===== src/rtl/core/unix_seconds_to_date_macros.svh =====
// Assertion macros for the timestamp-to-date core.
// Included by unix_seconds_to_date.sv; depends on nothing else.
`ifndef UNIX_SECONDS_TO_DATE_MACROS_SVH
`define UNIX_SECONDS_TO_DATE_MACROS_SVH
`ifndef SYNTHESIS
// Check that cons holds in the same cycle as ante.
`define USTD_ASSERT_IMP(lbl, clk, rst_n, ante, cons) \
    lbl: assert property (@(posedge clk) disable iff (!rst_n) (ante) |-> (cons)) \
        else $error("same-cycle implication failed");
// Check that cons holds in the cycle after ante.
`define USTD_ASSERT_NXT(lbl, clk, rst_n, ante, cons) \
    lbl: assert property (@(posedge clk) disable iff (!rst_n) (ante) |=> (cons)) \
        else $error("next-cycle implication failed");
`else
`define USTD_ASSERT_IMP(lbl, clk, rst_n, ante, cons)
`define USTD_ASSERT_NXT(lbl, clk, rst_n, ante, cons)
`endif
`endif


===== src/rtl/core/ustd_pkg.sv =====
// Constants and helpers for the timestamp-to-date core.
// No dependencies; imported by unix_seconds_to_date.
package ustd_pkg;

    localparam int unsigned SECS_W  = 32;
    localparam int unsigned DAYS_W  = 16;
    localparam int unsigned CYC_W   = 6;
    localparam int unsigned REM_W   = 11;
    localparam int unsigned DOY_W   = 9;
    localparam int unsigned YEAR_W  = 12;
    localparam int unsigned MONTH_W = 4;
    localparam int unsigned DAY_W   = 5;

    // First second of 2100-01-01.
    localparam logic [SECS_W-1:0] LIMIT_SECS = 32'd4102444800;

    // secs / 86400 = (secs >> 7) / 675; reciprocal exact for 25-bit dividends.
    localparam int unsigned        Q_W         = 25;
    localparam int unsigned        RECIP675_SH = 35;
    localparam logic [25:0]        RECIP675    = 26'd50903317;
    // days / 1461, exact for 16-bit dividends.
    localparam int unsigned        RECIP1461_SH = 27;
    localparam logic [16:0]        RECIP1461    = 17'd91868;

    localparam logic [DAYS_W-1:0]  DAYS_1969    = 16'd365;
    localparam logic [REM_W-1:0]   DAYS_PER_CYC = 11'd1461;
    localparam logic [YEAR_W-1:0]  BASE_YEAR    = 12'd1969;

    typedef logic [DOY_W-1:0] doy_t;

    // Day of year on which month idx (0 = January) starts.
    function automatic doy_t month_start(input logic [MONTH_W-1:0] idx, input logic leap);
        doy_t base;
        case (idx)
            4'd0:    base = 9'd0;
            4'd1:    base = 9'd31;
            4'd2:    base = 9'd59;
            4'd3:    base = 9'd90;
            4'd4:    base = 9'd120;
            4'd5:    base = 9'd151;
            4'd6:    base = 9'd181;
            4'd7:    base = 9'd212;
            4'd8:    base = 9'd243;
            4'd9:    base = 9'd273;
            4'd10:   base = 9'd304;
            4'd11:   base = 9'd334;
            default: base = 9'd0;
        endcase
        if (leap && idx >= 4'd2) begin
            base = base + 9'd1;
        end
        return base;
    endfunction

endpackage


===== src/rtl/core/unix_seconds_to_date.sv =====
// Unix timestamp to Gregorian date (1970..2099), fully pipelined.
// Throughput: one transaction per cycle; each stage holds only under output backpressure.
// Reset: aresetn (synchronous, active low) empties every stage; payload is not cleared.
// Stages: input reg, days (multiply by reciprocal of 675), four-year cycle (reciprocal
// of 1461), year and day-of-year, month lookup into the result register.
`include "unix_seconds_to_date_macros.svh"

module unix_seconds_to_date (
    input  logic        aclk,
    input  logic        aresetn,
    input  logic        s_tvalid,
    output logic        s_tready,
    input  logic [31:0] s_tdata,   // [31:0] unix_seconds
    output logic        m_tvalid,
    input  logic        m_tready,
    output logic [23:0] m_tdata,   // [11:0] year, [15:12] month, [20:16] day_of_month, zero pad
    output logic [0:0]  m_tuser    // [0] out_of_range
);
    import ustd_pkg::*;

    // Stage valids and per-stage ready: a stage loads when empty or when it drains.
    logic v1_reg, v2_reg, v3_reg, v4_reg, m_tvalid_reg;
    logic r1, r2, r3, r4, r_out;

    assign r_out    = !m_tvalid_reg || m_tready;
    assign r4       = !v4_reg || r_out;
    assign r3       = !v3_reg || r4;
    assign r2       = !v2_reg || r3;
    assign r1       = !v1_reg || r2;
    assign s_tready = r1;
    assign m_tvalid = m_tvalid_reg;

    // Stage 1: capture the timestamp.
    logic [SECS_W-1:0] secs_reg;

    // Stage 2: whole days counted from 1969-01-01.
    logic [Q_W-1:0]           q;
    logic [Q_W+26-1:0]        prod1;
    logic [DAYS_W-1:0]        days_next, days_reg;
    logic                     oor2_next, oor2_reg;

    assign q         = secs_reg[SECS_W-1:7];
    assign prod1     = {26'd0, q} * {{Q_W{1'b0}}, RECIP675};
    assign days_next = prod1[RECIP675_SH+DAYS_W-1:RECIP675_SH] + DAYS_1969;
    assign oor2_next = (secs_reg >= LIMIT_SECS);

    // Stage 3: number of whole four-year cycles.
    logic [DAYS_W+17-1:0] prod2;
    logic [CYC_W-1:0]     cyc_next, cyc_reg;
    logic [DAYS_W-1:0]    days3_reg;
    logic                 oor3_reg;

    assign prod2    = {17'd0, days_reg} * {{DAYS_W{1'b0}}, RECIP1461};
    assign cyc_next = prod2[RECIP1461_SH+CYC_W-1:RECIP1461_SH];

    // Stage 4: year within the cycle and day of year.
    logic [DAYS_W:0]     cyc_days;
    logic [DAYS_W:0]     rem_full;
    logic [REM_W-1:0]    rem;
    logic [1:0]          yy;
    logic [DOY_W-1:0]    doy_next, doy_reg;
    logic [YEAR_W-1:0]   year_next, year_reg;
    logic                leap_next, leap_reg;
    logic                oor4_reg;

    assign cyc_days = 17'(cyc_reg) * 17'(DAYS_PER_CYC);
    assign rem_full = {1'b0, days3_reg} - cyc_days;
    assign rem      = rem_full[REM_W-1:0];

    always_comb begin
        if (rem >= 11'd1095) begin
            yy       = 2'd3;
            doy_next = DOY_W'(rem - 11'd1095);
        end else if (rem >= 11'd730) begin
            yy       = 2'd2;
            doy_next = DOY_W'(rem - 11'd730);
        end else if (rem >= 11'd365) begin
            yy       = 2'd1;
            doy_next = DOY_W'(rem - 11'd365);
        end else begin
            yy       = 2'd0;
            doy_next = DOY_W'(rem);
        end
    end

    // Cycles start in 1969, so the last year of each cycle is the leap year.
    assign leap_next = (yy == 2'd3);
    assign year_next = BASE_YEAR + YEAR_W'({cyc_reg, 2'b00}) + YEAR_W'(yy);

    // Result stage: month by comparing day of year against month starts.
    logic [MONTH_W-1:0] mon_idx;
    logic [DOY_W-1:0]   day_off;
    logic [23:0]        m_tdata_next, m_tdata_reg;
    logic               m_tuser_next, m_tuser_reg;

    always_comb begin
        mon_idx = '0;
        for (int i = 1; i < 12; i++) begin
            if (doy_reg >= month_start(MONTH_W'(i), leap_reg)) begin
                mon_idx = MONTH_W'(i);
            end
        end
    end

    assign day_off = doy_reg - month_start(mon_idx, leap_reg);

    always_comb begin
        m_tuser_next = oor4_reg;
        if (oor4_reg) begin
            m_tdata_next = '0;
        end else begin
            m_tdata_next = {3'b000,
                            DAY_W'(day_off + 9'd1),
                            mon_idx + 4'd1,
                            year_reg};
        end
    end

    assign m_tdata = m_tdata_reg;
    assign m_tuser = m_tuser_reg;

    // Valid chain: clear on reset, advance each stage when it may load.
    always_ff @(posedge aclk) begin
        if (!aresetn) begin
            v1_reg       <= 1'b0;
            v2_reg       <= 1'b0;
            v3_reg       <= 1'b0;
            v4_reg       <= 1'b0;
            m_tvalid_reg <= 1'b0;
        end else begin
            if (r1) begin
                v1_reg <= s_tvalid;
            end
            if (r2) begin
                v2_reg <= v1_reg;
            end
            if (r3) begin
                v3_reg <= v2_reg;
            end
            if (r4) begin
                v4_reg <= v3_reg;
            end
            if (r_out) begin
                m_tvalid_reg <= v4_reg;
            end
        end
    end

    // Payload: hold while the stage is stalled.
    always_ff @(posedge aclk) begin
        if (r1) begin
            secs_reg <= s_tdata;
        end
        if (r2) begin
            days_reg <= days_next;
            oor2_reg <= oor2_next;
        end
        if (r3) begin
            cyc_reg   <= cyc_next;
            days3_reg <= days_reg;
            oor3_reg  <= oor2_reg;
        end
        if (r4) begin
            year_reg <= year_next;
            doy_reg  <= doy_next;
            leap_reg <= leap_next;
            oor4_reg <= oor3_reg;
        end
        if (r_out) begin
            m_tdata_reg <= m_tdata_next;
            m_tuser_reg <= m_tuser_next;
        end
    end

    // An out-of-range result carries an all-zero date.
    `USTD_ASSERT_IMP(a_oor_zero, aclk, aresetn, m_tvalid && m_tuser[0], m_tdata == 24'd0)
    // An in-range result has a month of 1..12 and a nonzero day.
    `USTD_ASSERT_IMP(a_date_legal, aclk, aresetn, m_tvalid && !m_tuser[0], (m_tdata[15:12] != 4'd0) && (m_tdata[15:12] <= 4'd12) && (m_tdata[20:16] != 5'd0))
    // An accepted transaction always lands in the first stage.
    `USTD_ASSERT_NXT(a_accept_loads, aclk, aresetn, s_tvalid && s_tready, v1_reg)

endmodule


===== config.mk =====
export PLATFORM = sky130hd
export DESIGN_NAME = unix_seconds_to_date
export DESIGN_NICKNAME = d
export VERILOG_FILES = /design/src/rtl/core/ustd_pkg.sv /design/src/rtl/core/unix_seconds_to_date.sv
export VERILOG_INCLUDE_DIRS = /design/src /design/src/rtl/core
export SDC_FILE = /design/constraint.sdc
export NUM_CORES = 1
export LEC_CHECK = 0
export BUFFER_PORTS_ARGS = -buffer_cell sky130_fd_sc_hd__buf_2
export CAP_MARGIN = 20
export CORE_MARGIN = 10
export CORE_UTILIZATION = 45
export CTS_CLUSTER_SIZE = 28
export DETAILED_ROUTE_END_ITERATION = 8
export PLACE_DENSITY = 0.7
export SLEW_MARGIN = 20
export SYNTH_ARGS = -nofsm -noshare
export SYNTH_HDL_FRONTEND = slang
export SYNTH_SLANG_ARGS = --single-unit

===== constraint.sdc =====
create_clock -name aclk -period 8.35 [get_ports aclk]
set_input_delay 0.4175 -clock aclk [delete_from_list [all_inputs] [get_ports aclk]]
set_output_delay 0.4175 -clock aclk [all_outputs]
set_load 0.02 [all_outputs]

[Word level (Yosys, flattened, before mapping)]
Memories as Yosys holds them, arrays and structs flattened.
Cells that the tools add are included.
Operators by class
  add/sub/neg operators: 11
  multipliers: 3
  order comparisons: 16
  equal/unequal tests: 1
  mux-type cells: 28
  reductions and logical operators: 11
Operators by type and width (count)
  multiplier 25 x 26 -> 51 bit, second input constant: 1
  greater-or-equal comparator 9 x 8 -> 1 bit: 4
  greater-or-equal comparator 32 bit, second input constant: 1
  multiplier 16 x 15 -> 31 bit, second input constant: 1
  2-to-1 mux 4 bit: 7
  greater-or-equal comparator 9 bit: 3
  2-to-1 mux 9 bit: 3
  greater-or-equal comparator 9 x 7 -> 1 bit: 2
  adder 16 x 9 -> 16 bit, second input constant: 1
  adder 11 x 8 -> 12 bit, first input constant: 1
  adder 12 x 2 -> 12 bit: 1
  2-to-1 mux 2 bit: 6
  2-to-1 mux 3 bit: 4
  greater-or-equal comparator 11 x 10 -> 1 bit, second input constant: 1
  greater-or-equal comparator 11 bit, second input constant: 1
  greater-or-equal comparator 11 x 9 -> 1 bit, second input constant: 1
  multiplier 6 x 11 -> 11 bit, second input constant: 1
  subtractor 11 bit: 1
  adder 5 x 1 -> 5 bit, second input constant: 2
  greater-or-equal comparator 9 x 5 -> 1 bit, second input constant: 1
  greater-or-equal comparator 9 x 6 -> 1 bit: 1
  subtractor 9 x 7 -> 9 bit, second input constant: 1
  subtractor 9 x 8 -> 9 bit, second input constant: 1
  subtractor 9 bit, second input constant: 1
  9 further kinds: 23
Storage, ports and cells
  register bits: 120
  bits in read-only memories: 144
  input port bits: 36
  output and inout port bits: 27
  logic and storage cells: 89
  memories: 1
Memories
  (name not given): words 16, bits a word 9, rd ports 1, clocked after Yosys merged registers in 0, wr ports 0, line ustd_pkg.sv:34  | case (idx)

[Logic depth before layout (Yosys ltp)]
Gate-level depths: netlist of the first run.
  depth in word-level cells: 17
  mapped depth: 29
  mapped depth without buffers: 29

[Least setup slack after synthesis of the first run]
No wires, ideal clock.
  path kind: register -> register
  from: register secs_reg[21]
  to: register days_reg[11], data pin
  setup time: 0.263 ns
  arrival time: 6.839 ns
  data required time: 8.087 ns
  slack: 1.248 ns
  cell stages (with the launch flop): 25
  path buffers: 0
  clock period less this slack: 7.102 ns
  cell sequence: edfxtp_1 fa_1 inv_1 fa_1 inv_1 ha_1 fa_1 fa_1 fa_1 inv_1 fa_1 inv_1 ha_1 nand3_1 or4_4 or3_1 o211ai_2 a31oi_1 o22a_2 xnor2_4 nand2_1 o21ai_2 and3_4 mux2i_1 xnor2_1
Between the ends
  word-level cells in the longest chain between the ends: 2
Ends and longest elaborated chain
  from (decl): line unix_seconds_to_date.sv:34  | logic [SECS_W-1:0] secs_reg;
  from (signal assigned): line unix_seconds_to_date.sv:152  | secs_reg <= s_tdata;
  multiplier 25 x 26 -> 51 bit: line unix_seconds_to_date.sv:43  | assign prod1 = {26'd0, q} * {{Q_W{1'b0}}, RECIP675};
  adder 16 x 9 -> 16 bit: line unix_seconds_to_date.sv:44  | assign days_next = prod1[RECIP675_SH+DAYS_W-1:RECIP675_SH] + DAYS_1969;
  via days_next[11]: line unix_seconds_to_date.sv:39  | logic [DAYS_W-1:0] days_next, days_reg;
  to (signal assigned): line unix_seconds_to_date.sv:155  | days_reg <= days_next;
  to (decl): line unix_seconds_to_date.sv:39
The timed path passes the listed nets, and every way through them passes these cells.
A chain may end at the register's enable or synchronous reset.

[Final worst setup path of the first run]
  from: register secs_reg[12]
  to: register days_reg[15], data pin
The elaborated chain is that of the path after synthesis.

==> results of run 1 <==
[cells by family (layout without fill, tap and decap cells)]
family,count (synthesis),after routing,share of synthesized area (%)
AO/OA/AOI/OAI,254,254,8.40
XOR/XNOR,70,70,3.07
adder cells (fa/ha/maj),773,773,56.3
buffers and inverters,587,651,10.5
flip-flops,110,110,15.4
multiplexers,7,7,0.344
other,1,3,0.0178
AND/OR/NAND/NOR,246,246,5.93
[cells in the mapped netlist (all sizes together) (6+ instances only)]
master	instances	area [um2]
or2	8	50.1
nand2b	12	75.1
o21ai	49	253
o31ai	9	81.3
o211ai	6	50.1
edfxtp	105	3150
ha	478	5980
xnor2	48	439
nand3	26	135
nor2b	26	163
nand2	66	248
o21a	23	173
fa	295	5910
and2	7	46.3
a21oi	63	315
and3	11	73.8
a21o	23	173
a31oi	11	68.8
xor2	22	208
nor3	16	80.1
nand4	10	62.6
clkbuf	12	45.0
nor2	46	175
o22ai	7	43.8
inv	570	2140
a21boi	10	75.1
[worst paths after layout]
kind	depth (start not counted)	startpoint	slack, ns	end
worst max-delay path	27	secs_reg[12]	0.56	days_reg[15]
worst min-delay path	1	s_tdata[12]	0.19	secs_reg[12]
worst max register to register	27	secs_reg[12]	0.56	days_reg[15]
worst min register to register	0	oor2_reg	0.42	oor3_reg
[worst max-delay path: cells and delay by family (launching register included)]
family	cells	cell delay (ns)
xor+xnor	2	0.33
fa+ha+maj	8	3.58
simple gates	1	0.18
compound gates	8	2.02
buf+inv	7	0.58
flops	1	0.64
mux	1	0.21
[cell usage in the layout, fill, tap and decap left out, types with 6 or more instances in the layout]
cell type	Yosys	layout
nor2b_1	26	26
nor3_1	16	16
nand4_1	10	10
inv_1	570	570
o22ai_1	7	7
xor2_1	20	20
nor2_1	45	45
a21boi_0	9	9
fa_1	295	295
a21o_1	23	23
xnor2_1	47	47
ha_1	478	478
nand2b_1	12	12
or2_2	8	8
nand3_1	25	25
a21oi_1	63	63
and3_1	10	10
edfxtp_1	105	105
a31oi_1	11	11
o21ai_1	6	6
o21a_1	23	23
and2_1	6	6
buf_4	3	13
clkbuf_16	0	9
nand2_1	66	66
o31ai_1	8	8
buf_2	2	52
o21ai_0	41	41
[metrics by stage]
step	utilization [%]	hold slack, ns
floorplan	-	0.400
global placement	47.7	0.402
detailed placement	47.7	0.406
CTS	48.3	0.175
global route	48.3	0.182
finish	48.3	0.191
[layout make-up]
class / instances / area [um2] / area share (%)
Inverter: 570 / 2140 / 9.53
Timing Repair Buffer: 65 / 358 / 1.59
Multi-Input combinational cell: 1353 / 15600 / 69.7
Clock buffer: 9 / 225 / 1.00
Clock inverter: 7 / 65.1 / 0.290
Tap cell: 607 / 759 / 3.38
Sequential cell: 110 / 3250 / 14.5
[routing by layer]
layer | vias up | GRT usage (%)
met5 | - | 0
met4 | 0 | 4.09
met3 | 55 | 2.47
met2 | 243 | 29.5
met1 | 6986 | 20.0
li1 | 6732 | -
==> out/results.txt, run 1 <==
Max-cap violations: 0
Slowest Stage Delay on Critical Path: 0.64 ns
DR iter-0 viols: 609
Port Buffers: 52
# nets final: 2918
Die Ht: 237 um
setup TNS: 0 ns
met3 WL post-DR: 1.60 mm
Critical Path AT: 7.92 ns
post-CTS sizing: 0
vias in the first global route: 15100
M1 WL: 18.8 mm
Non-Filler Instances: 2721
Initial Utilization: 45.4%
RSZ-0062 raised after global routing: false
Max clock buf depth: 2
ANT nets after route: 0
achievable clock frequency: 0.128 GHz
Final setup viols: 0
Worst Skew: 0.0184 ns
setup ws final: 0.562 ns
initial antenna violation count: 0
Pins Over Slew Limit: 0
Initial DRT Pass Iterations: 5
Ys Warns: 0
number of enable flip-flop cells after synthesis: 105
cts hold-fix bufs: 0
grt ovf: 0
Worst EP required: 8.48 ns
area post-placement: 22200 um2
Placed Cells: 2705
max layer used: met4
layout cell share with drive strength beyond 1: 5.25%
Post-CTS Setup Repair Bufs: 0
post-synth cell types: 82
largest net degree at the start of global routing: 28
area grow syn2layout: 6.34%
sequential share of the synthesized area: 15.4%
CP max FO: 8
Worst Setup End Kind: flip-flop
die width: 237 um
CP Launch Type: flip-flop
# clock sinks: 110
Filler cells: 4282
DIE AREA: 56000 um2
Remaining DRCs: 0
IO Pins: 63
worst-margin pin slew: 1.01 ns
relative slew slack: 32.8%
n_diodes: 0
Hold Path Class: primary input to flip-flop
cell area after layout: 22400 um2
final hold vios: 0
synthesized area: 21100 um2
CTS root buf: clkbuf_16
dpl ws: 0.562 ns
Async S/R FF share, synth: 0%
CTS HTree Levels: 3
crit path time final: 7.79 ns
top_reg_cell synth: edfxtp_1
Cells after Synth: 2048
Yosys reg bits: 110
Largest register FFs: 25
Clk Latency, worst-skew pair: 0.39 ns
Worst-path clk slew: 0.09 ns
vias: 14000
status: finished clean
Crit-path slowest cell: edfxtp_1
final wirelength: 44.5 mm
Core ar.: 46500 um2
total global-route track usage: 16.4%
TritonCTS Buffers: 9
global-route wire length before repair: 74.6 mm
half-perimeter wire length after placement: 38.9 mm
via-per-instance ratio: 5.15
gpl congestion: 0.913
Tcrit/Tclk final: 93.3%
num rows: 79
Crit Path Category: flip-flop to flip-flop
CTS tree: built
met2 wire len: 23.2 mm
routed len/inst: 16.4 um
Syn Area/Cell: 10.3 um2
Power of run 1 is not shown: default switching activity piles up to over one toggle a cycle in this logic, so the estimate is an artifact.
==> run 2: changes to the inputs <==
BUFFER_PORTS_ARGS = -buffer_cell sky130_fd_sc_hd__buf_4   (was -buffer_cell sky130_fd_sc_hd__buf_2)
==> run 2 against run 1 <==
Register-to-register slack improved by 0.08 ns. Worst hold slack improved by 0.0082 ns. Via count rose by 0.85%. Critical path depth fell by 3. Utilization rose by 0.29 points. Critical path type unchanged.
==> out/results.txt, run 2 (synthesized netlist as in run 1, its figures left out) <==
Tcrit/Tclk final: 92.3%
Clk Latency, worst-skew pair: 0.39 ns
commonest non-fill, non-tap cell in the layout: inv_1
IO Pins: 63
DR iter-0 viols: 750
Worst-path clk slew: 0.09 ns
Max clock buf depth: 2
FF+latch area: 3250 um2
vias: 14100
relative slew slack: 31.3%
Initial Utilization: 45.4%
commonest non-fill, non-tap cells in the layout: inv_1, ha_1, fa_1, edfxtp_1, buf_4
n_diodes: 0
Hold Path Class: primary input to flip-flop
num rows: 79
Remaining DRCs: 0
Critical Path AT: 7.84 ns
# clock sinks: 110
ANT nets after route: 0
worst-margin pin slew: 1.03 ns
Final setup viols: 0
via-per-instance ratio: 5.19
reg2reg start: secs_reg[27]
Post-CTS Setup Repair Bufs: 0
# nets final: 2921
global-route wire length before repair: 75.3 mm
Largest register FFs: 25
RSZ-0062 raised after global routing: false
total global-route track usage: 16.4%
post-CTS sizing: 0
Critical path origin: secs_reg[27]
achievable clock frequency: 0.130 GHz
routed len/inst: 16.4 um
gpl congestion: 0.920
die width: 237 um
Max-cap violations: 0
Filler cells: 4268
DIE AREA: 56000 um2
TritonCTS Buffers: 9
CTS HTree Levels: 3
status: finished clean
vias in the first global route: 15300
cts hold-fix bufs: 0
Core ar.: 46500 um2
largest net degree at the start of global routing: 28
CTS tree: built
layout cell share with drive strength beyond 1: 5.34%
grt ovf: 0
Worst EP required: 8.48 ns
Pins Over Slew Limit: 0
internal reg-to-reg setup slack: 0.64 ns
area grow syn2layout: 6.97%
half-perimeter wire length after placement: 39.0 mm
crit path time final: 7.71 ns
Crit Path Category: flip-flop to flip-flop
CP Launch Type: flip-flop
Port Buffers: 52
Die Ht: 237 um
Worst Skew: 0.0182 ns
final hold vios: 0
setup TNS: 0 ns
hold wc startpoint: s_tdata[15]
Worst Setup End Kind: flip-flop
Initial DRT Pass Iterations: 7
worst hold margin: 0.200 ns
final wirelength: 44.6 mm
CTS root buf: clkbuf_16
Multi-input gate area: 15600 um2
CP max FO: 9
initial antenna violation count: 0
## run 2: cell count changes in the layout (fill, tap and decap cells not counted), sizes merged
cell,change
inv,+1
buf,+3
clkinvlp,-1
clkinv,-1
## run 2: stage by stage
step | setup WS, ns | area, um2 | utilization, % | std cells
global placement | 0.769 | 22300 | 48.0 | 2708
detailed placement | 0.636 | 22300 | 48.0 | 2708
global route | 0.266 | 22600 | 48.6 | 2723
CTS | 0.605 | 22600 | 48.6 | 2723
floorplan | 1.25 | 21100 | - | 2050
finish | 0.639 | 22600 | 48.6 | 2723
## run 2: metal layers
layer / vias to the layer above / GRT usage [%] / share of wire, %
met5: - / 0 / 0
met4: 0 / 5.08 / 3.0
met3: 70 / 2.29 / 3.9
met2: 266 / 28.9 / 51
met1: 7075 / 20.3 / 42
li1: 6724 / - / -
## run 2: worst max-delay path, cell delays in order, from the launching register on
cell and delay, ns:
edfxtp_1 0.69, fa_1 0.52, ha_1 0.28, inv_1 0.05, fa_1 0.52, fa_1 0.55
inv_1 0.06, fa_1 0.54, inv_1 0.06, fa_1 0.54, inv_1 0.06, fa_1 0.43
ha_1 0.35, and2_4 0.19, a221o_1 0.30, a221oi_2 0.31, o22ai_1 0.17, a2111oi_4 0.58
o31ai_4 0.13, xor2_2 0.23, nand4_1 0.17, nor2_2 0.22, o2111ai_1 0.18, mux2i_1 0.24
xnor2_1 0.10
## run 2: path summary, 6_finish.rpt
| path | to | cells after the start |
|---|---|---|
| worst min register to register | oor3_reg | 0 |
| worst max-delay path | days_reg[15] | 24 |
| worst max register to register | days_reg[15] | 24 |
| worst min-delay path | secs_reg[15] | 1 |
## run 2: cell type report
type | instances | area share, %
clock buffers | 9 | 0.998
clock inverters | 6 | 0.200
inverters | 570 | 9.48
multi-input cells | 1353 | 69.3
flip-flops and latches | 110 | 14.4
well taps | 607 | 3.36
repair buffers | 68 | 2.26
Power of run 2 is left out for the same reason.
==> run 3: changes to the inputs <==
CELL_PAD_IN_SITES_DETAIL_PLACEMENT = 1   (was default)
CELL_PAD_IN_SITES_GLOBAL_PLACEMENT = 2   (was default)
CORE_UTILIZATION = 44   (was 45)
PLACE_DENSITY = 0.93   (was 0.7)
==> run 3 against run 2 <==
Worst hold slack got worse by 0.0078 ns. Via count is 2.2% higher. Design area grew 0.17%. Non-clock buffer count fell by 2. Cell count up 0.26%. Die area grew 2.1%. Clock skew hardly changed. Count of clock-buffer cells in the layout unchanged. Critical endpoint unchanged. Register-to-register slack worse by 0.18 ns.
==> out/results.txt, run 3 (synthesized netlist as in run 1, its figures left out) <==
status: finished clean
WHS Endpoint: secs_reg[11]
fin util: 47.6%
Worst Skew: 0.0182 ns
vias in the first global route: 17000
DR iter-0 viols: 578
n_diodes: 0
commonest non-fill, non-tap cell in the layout: inv_1
Worst Setup End Kind: flip-flop
commonest non-fill, non-tap cells in the layout: inv_1, ha_1, fa_1, edfxtp_1
initial antenna violation count: 0
ANT nets after route: 0
Crit-path slowest cell: edfxtp_1
worst-path cell chain: fa_1, ha_1, inv_1, fa_1, fa_1, inv_1, fa_1, inv_1, fa_1, fa_1, inv_1, ha_1, and2_4, a221o_1, a221oi_2, o22ai_1, a2111oi_4, o31ai_4, xor2_2, nand4_1, nor2_2, o2111ai_1, mux2i_1, xnor2_1
FF+latch area: 3250 um2
Max-cap violations: 0
Largest register FFs: 25
Worst-path clk slew: 0.10 ns
Hold Path Class: primary input to flip-flop
IO Pins: 63
area grow syn2layout: 7.15%
layout cell share with drive strength beyond 1: 5.30%
Initial Utilization: 44.4%
TritonCTS Buffers: 9
Final setup viols: 0
Critical Path AT: 8.03 ns
Tcrit/Tclk final: 94.5%
vias: 14400
crit path time final: 7.89 ns
reg2reg start: secs_reg[27]
final wirelength: 54.2 mm
cts hold-fix bufs: 0
largest net degree at the start of global routing: 28
Top delay family on crit path: adder cells
Core ar.: 47500 um2
Max clock buf depth: 2
global-route wire length before repair: 88.2 mm
CP bufs+invs: 4
setup ws final: 0.460 ns
# nets final: 2919
Port Buffers: 52
setup TNS: 0 ns
CP max FO: 9
die width: 239 um
Filler cells: 5266
num rows: 80
Remaining DRCs: 0
internal reg-to-reg setup slack: 0.46 ns
Slowest Stage Delay on Critical Path: 0.70 ns
Post-CTS Setup Repair Bufs: 0
Initial DRT Pass Iterations: 5
gpl congestion: 0.896
CP Launch Type: flip-flop
CP most frequent cell: fa_1
worst r2r dst: days_reg[15]
via-per-instance ratio: 5.29
RSZ-0062 raised after global routing: false
CTS tree: built
routed len/inst: 19.9 um
Crit Path Category: flip-flop to flip-flop
# clock sinks: 110
DIE AREA: 57100 um2
achievable clock frequency: 0.127 GHz
worst hold stages: 1
cell area after layout: 22600 um2
Multi-input gate area: 15600 um2
Reg2Reg Depth: 24
area post-placement: 22300 um2
CTS root buf: clkbuf_16
Clk Latency, worst-skew pair: 0.39 ns
final hold vios: 0
relative slew slack: 30.9%
CTS HTree Levels: 3
Worst EP required: 8.49 ns
half-perimeter wire length after placement: 47.1 mm
grt ovf: 0
post-CTS sizing: 0
total global-route track usage: 19.6%
hold wc startpoint: s_tdata[11]
worst-margin pin slew: 1.04 ns
Die Ht: 239 um
Pins Over Slew Limit: 0
dpl ws: 0.508 ns
-- run 3: area by class of cell --
| cell class | instances | share of cell area [%] |
|---|---|---|
| Tap cell | 615 | 3.40 |
| Sequential cell | 110 | 14.4 |
| Inverter | 570 | 9.46 |
| Timing Repair Buffer | 66 | 2.19 |
| Clock inverter | 7 | 0.393 |
| Clock buffer | 9 | 0.996 |
| Multi-Input combinational cell | 1353 | 69.2 |
-- run 3: how the worst max path moves through the flow --
| stage | from | to | cells past startpoint | slack (ns) |
|---|---|---|---|---|
| after CTS | secs_reg[26] | days_reg[15] | 24 | 0.41 |
| after global routing | secs_reg[26] | days_reg[15] | 24 | 0.04 |
| after floorplan | secs_reg[21] | days_reg[11] | 24 | 1.25 |
| final | secs_reg[27] | days_reg[15] | 24 | 0.46 |
| after detailed placement | secs_reg[26] | days_reg[15] | 24 | 0.51 |
| after global placement | secs_reg[27] | days_reg[15] | 24 | 0.67 |
-- run 3: per-stage QoR --
| stage | cells | hold slack, ns |
|---|---|---|
| 2_1_floorplan | 2050 | 0.400 |
| 3_3_place_gp | 2714 | 0.402 |
| 3_5_place_dp | 2714 | 0.409 |
| 4_1_cts | 2730 | 0.179 |
| 5_1_grt | 2730 | 0.179 |
| 6_report | 2730 | 0.192 |
-- run 3: per-layer routing --
| layer | vias up | global-route usage (%) | wire length, um |
|---|---|---|---|
| met5 | - | 0 | 0 |
| met3 | 100 | 3.10 | 1620 |
| li1 | 6715 | - | - |
| met2 | 215 | 36.9 | 29300 |
| met1 | 7412 | 21.9 | 21400 |
| met4 | 0 | 6.97 | 1820 |
Power of run 3 is left out for the same reason.
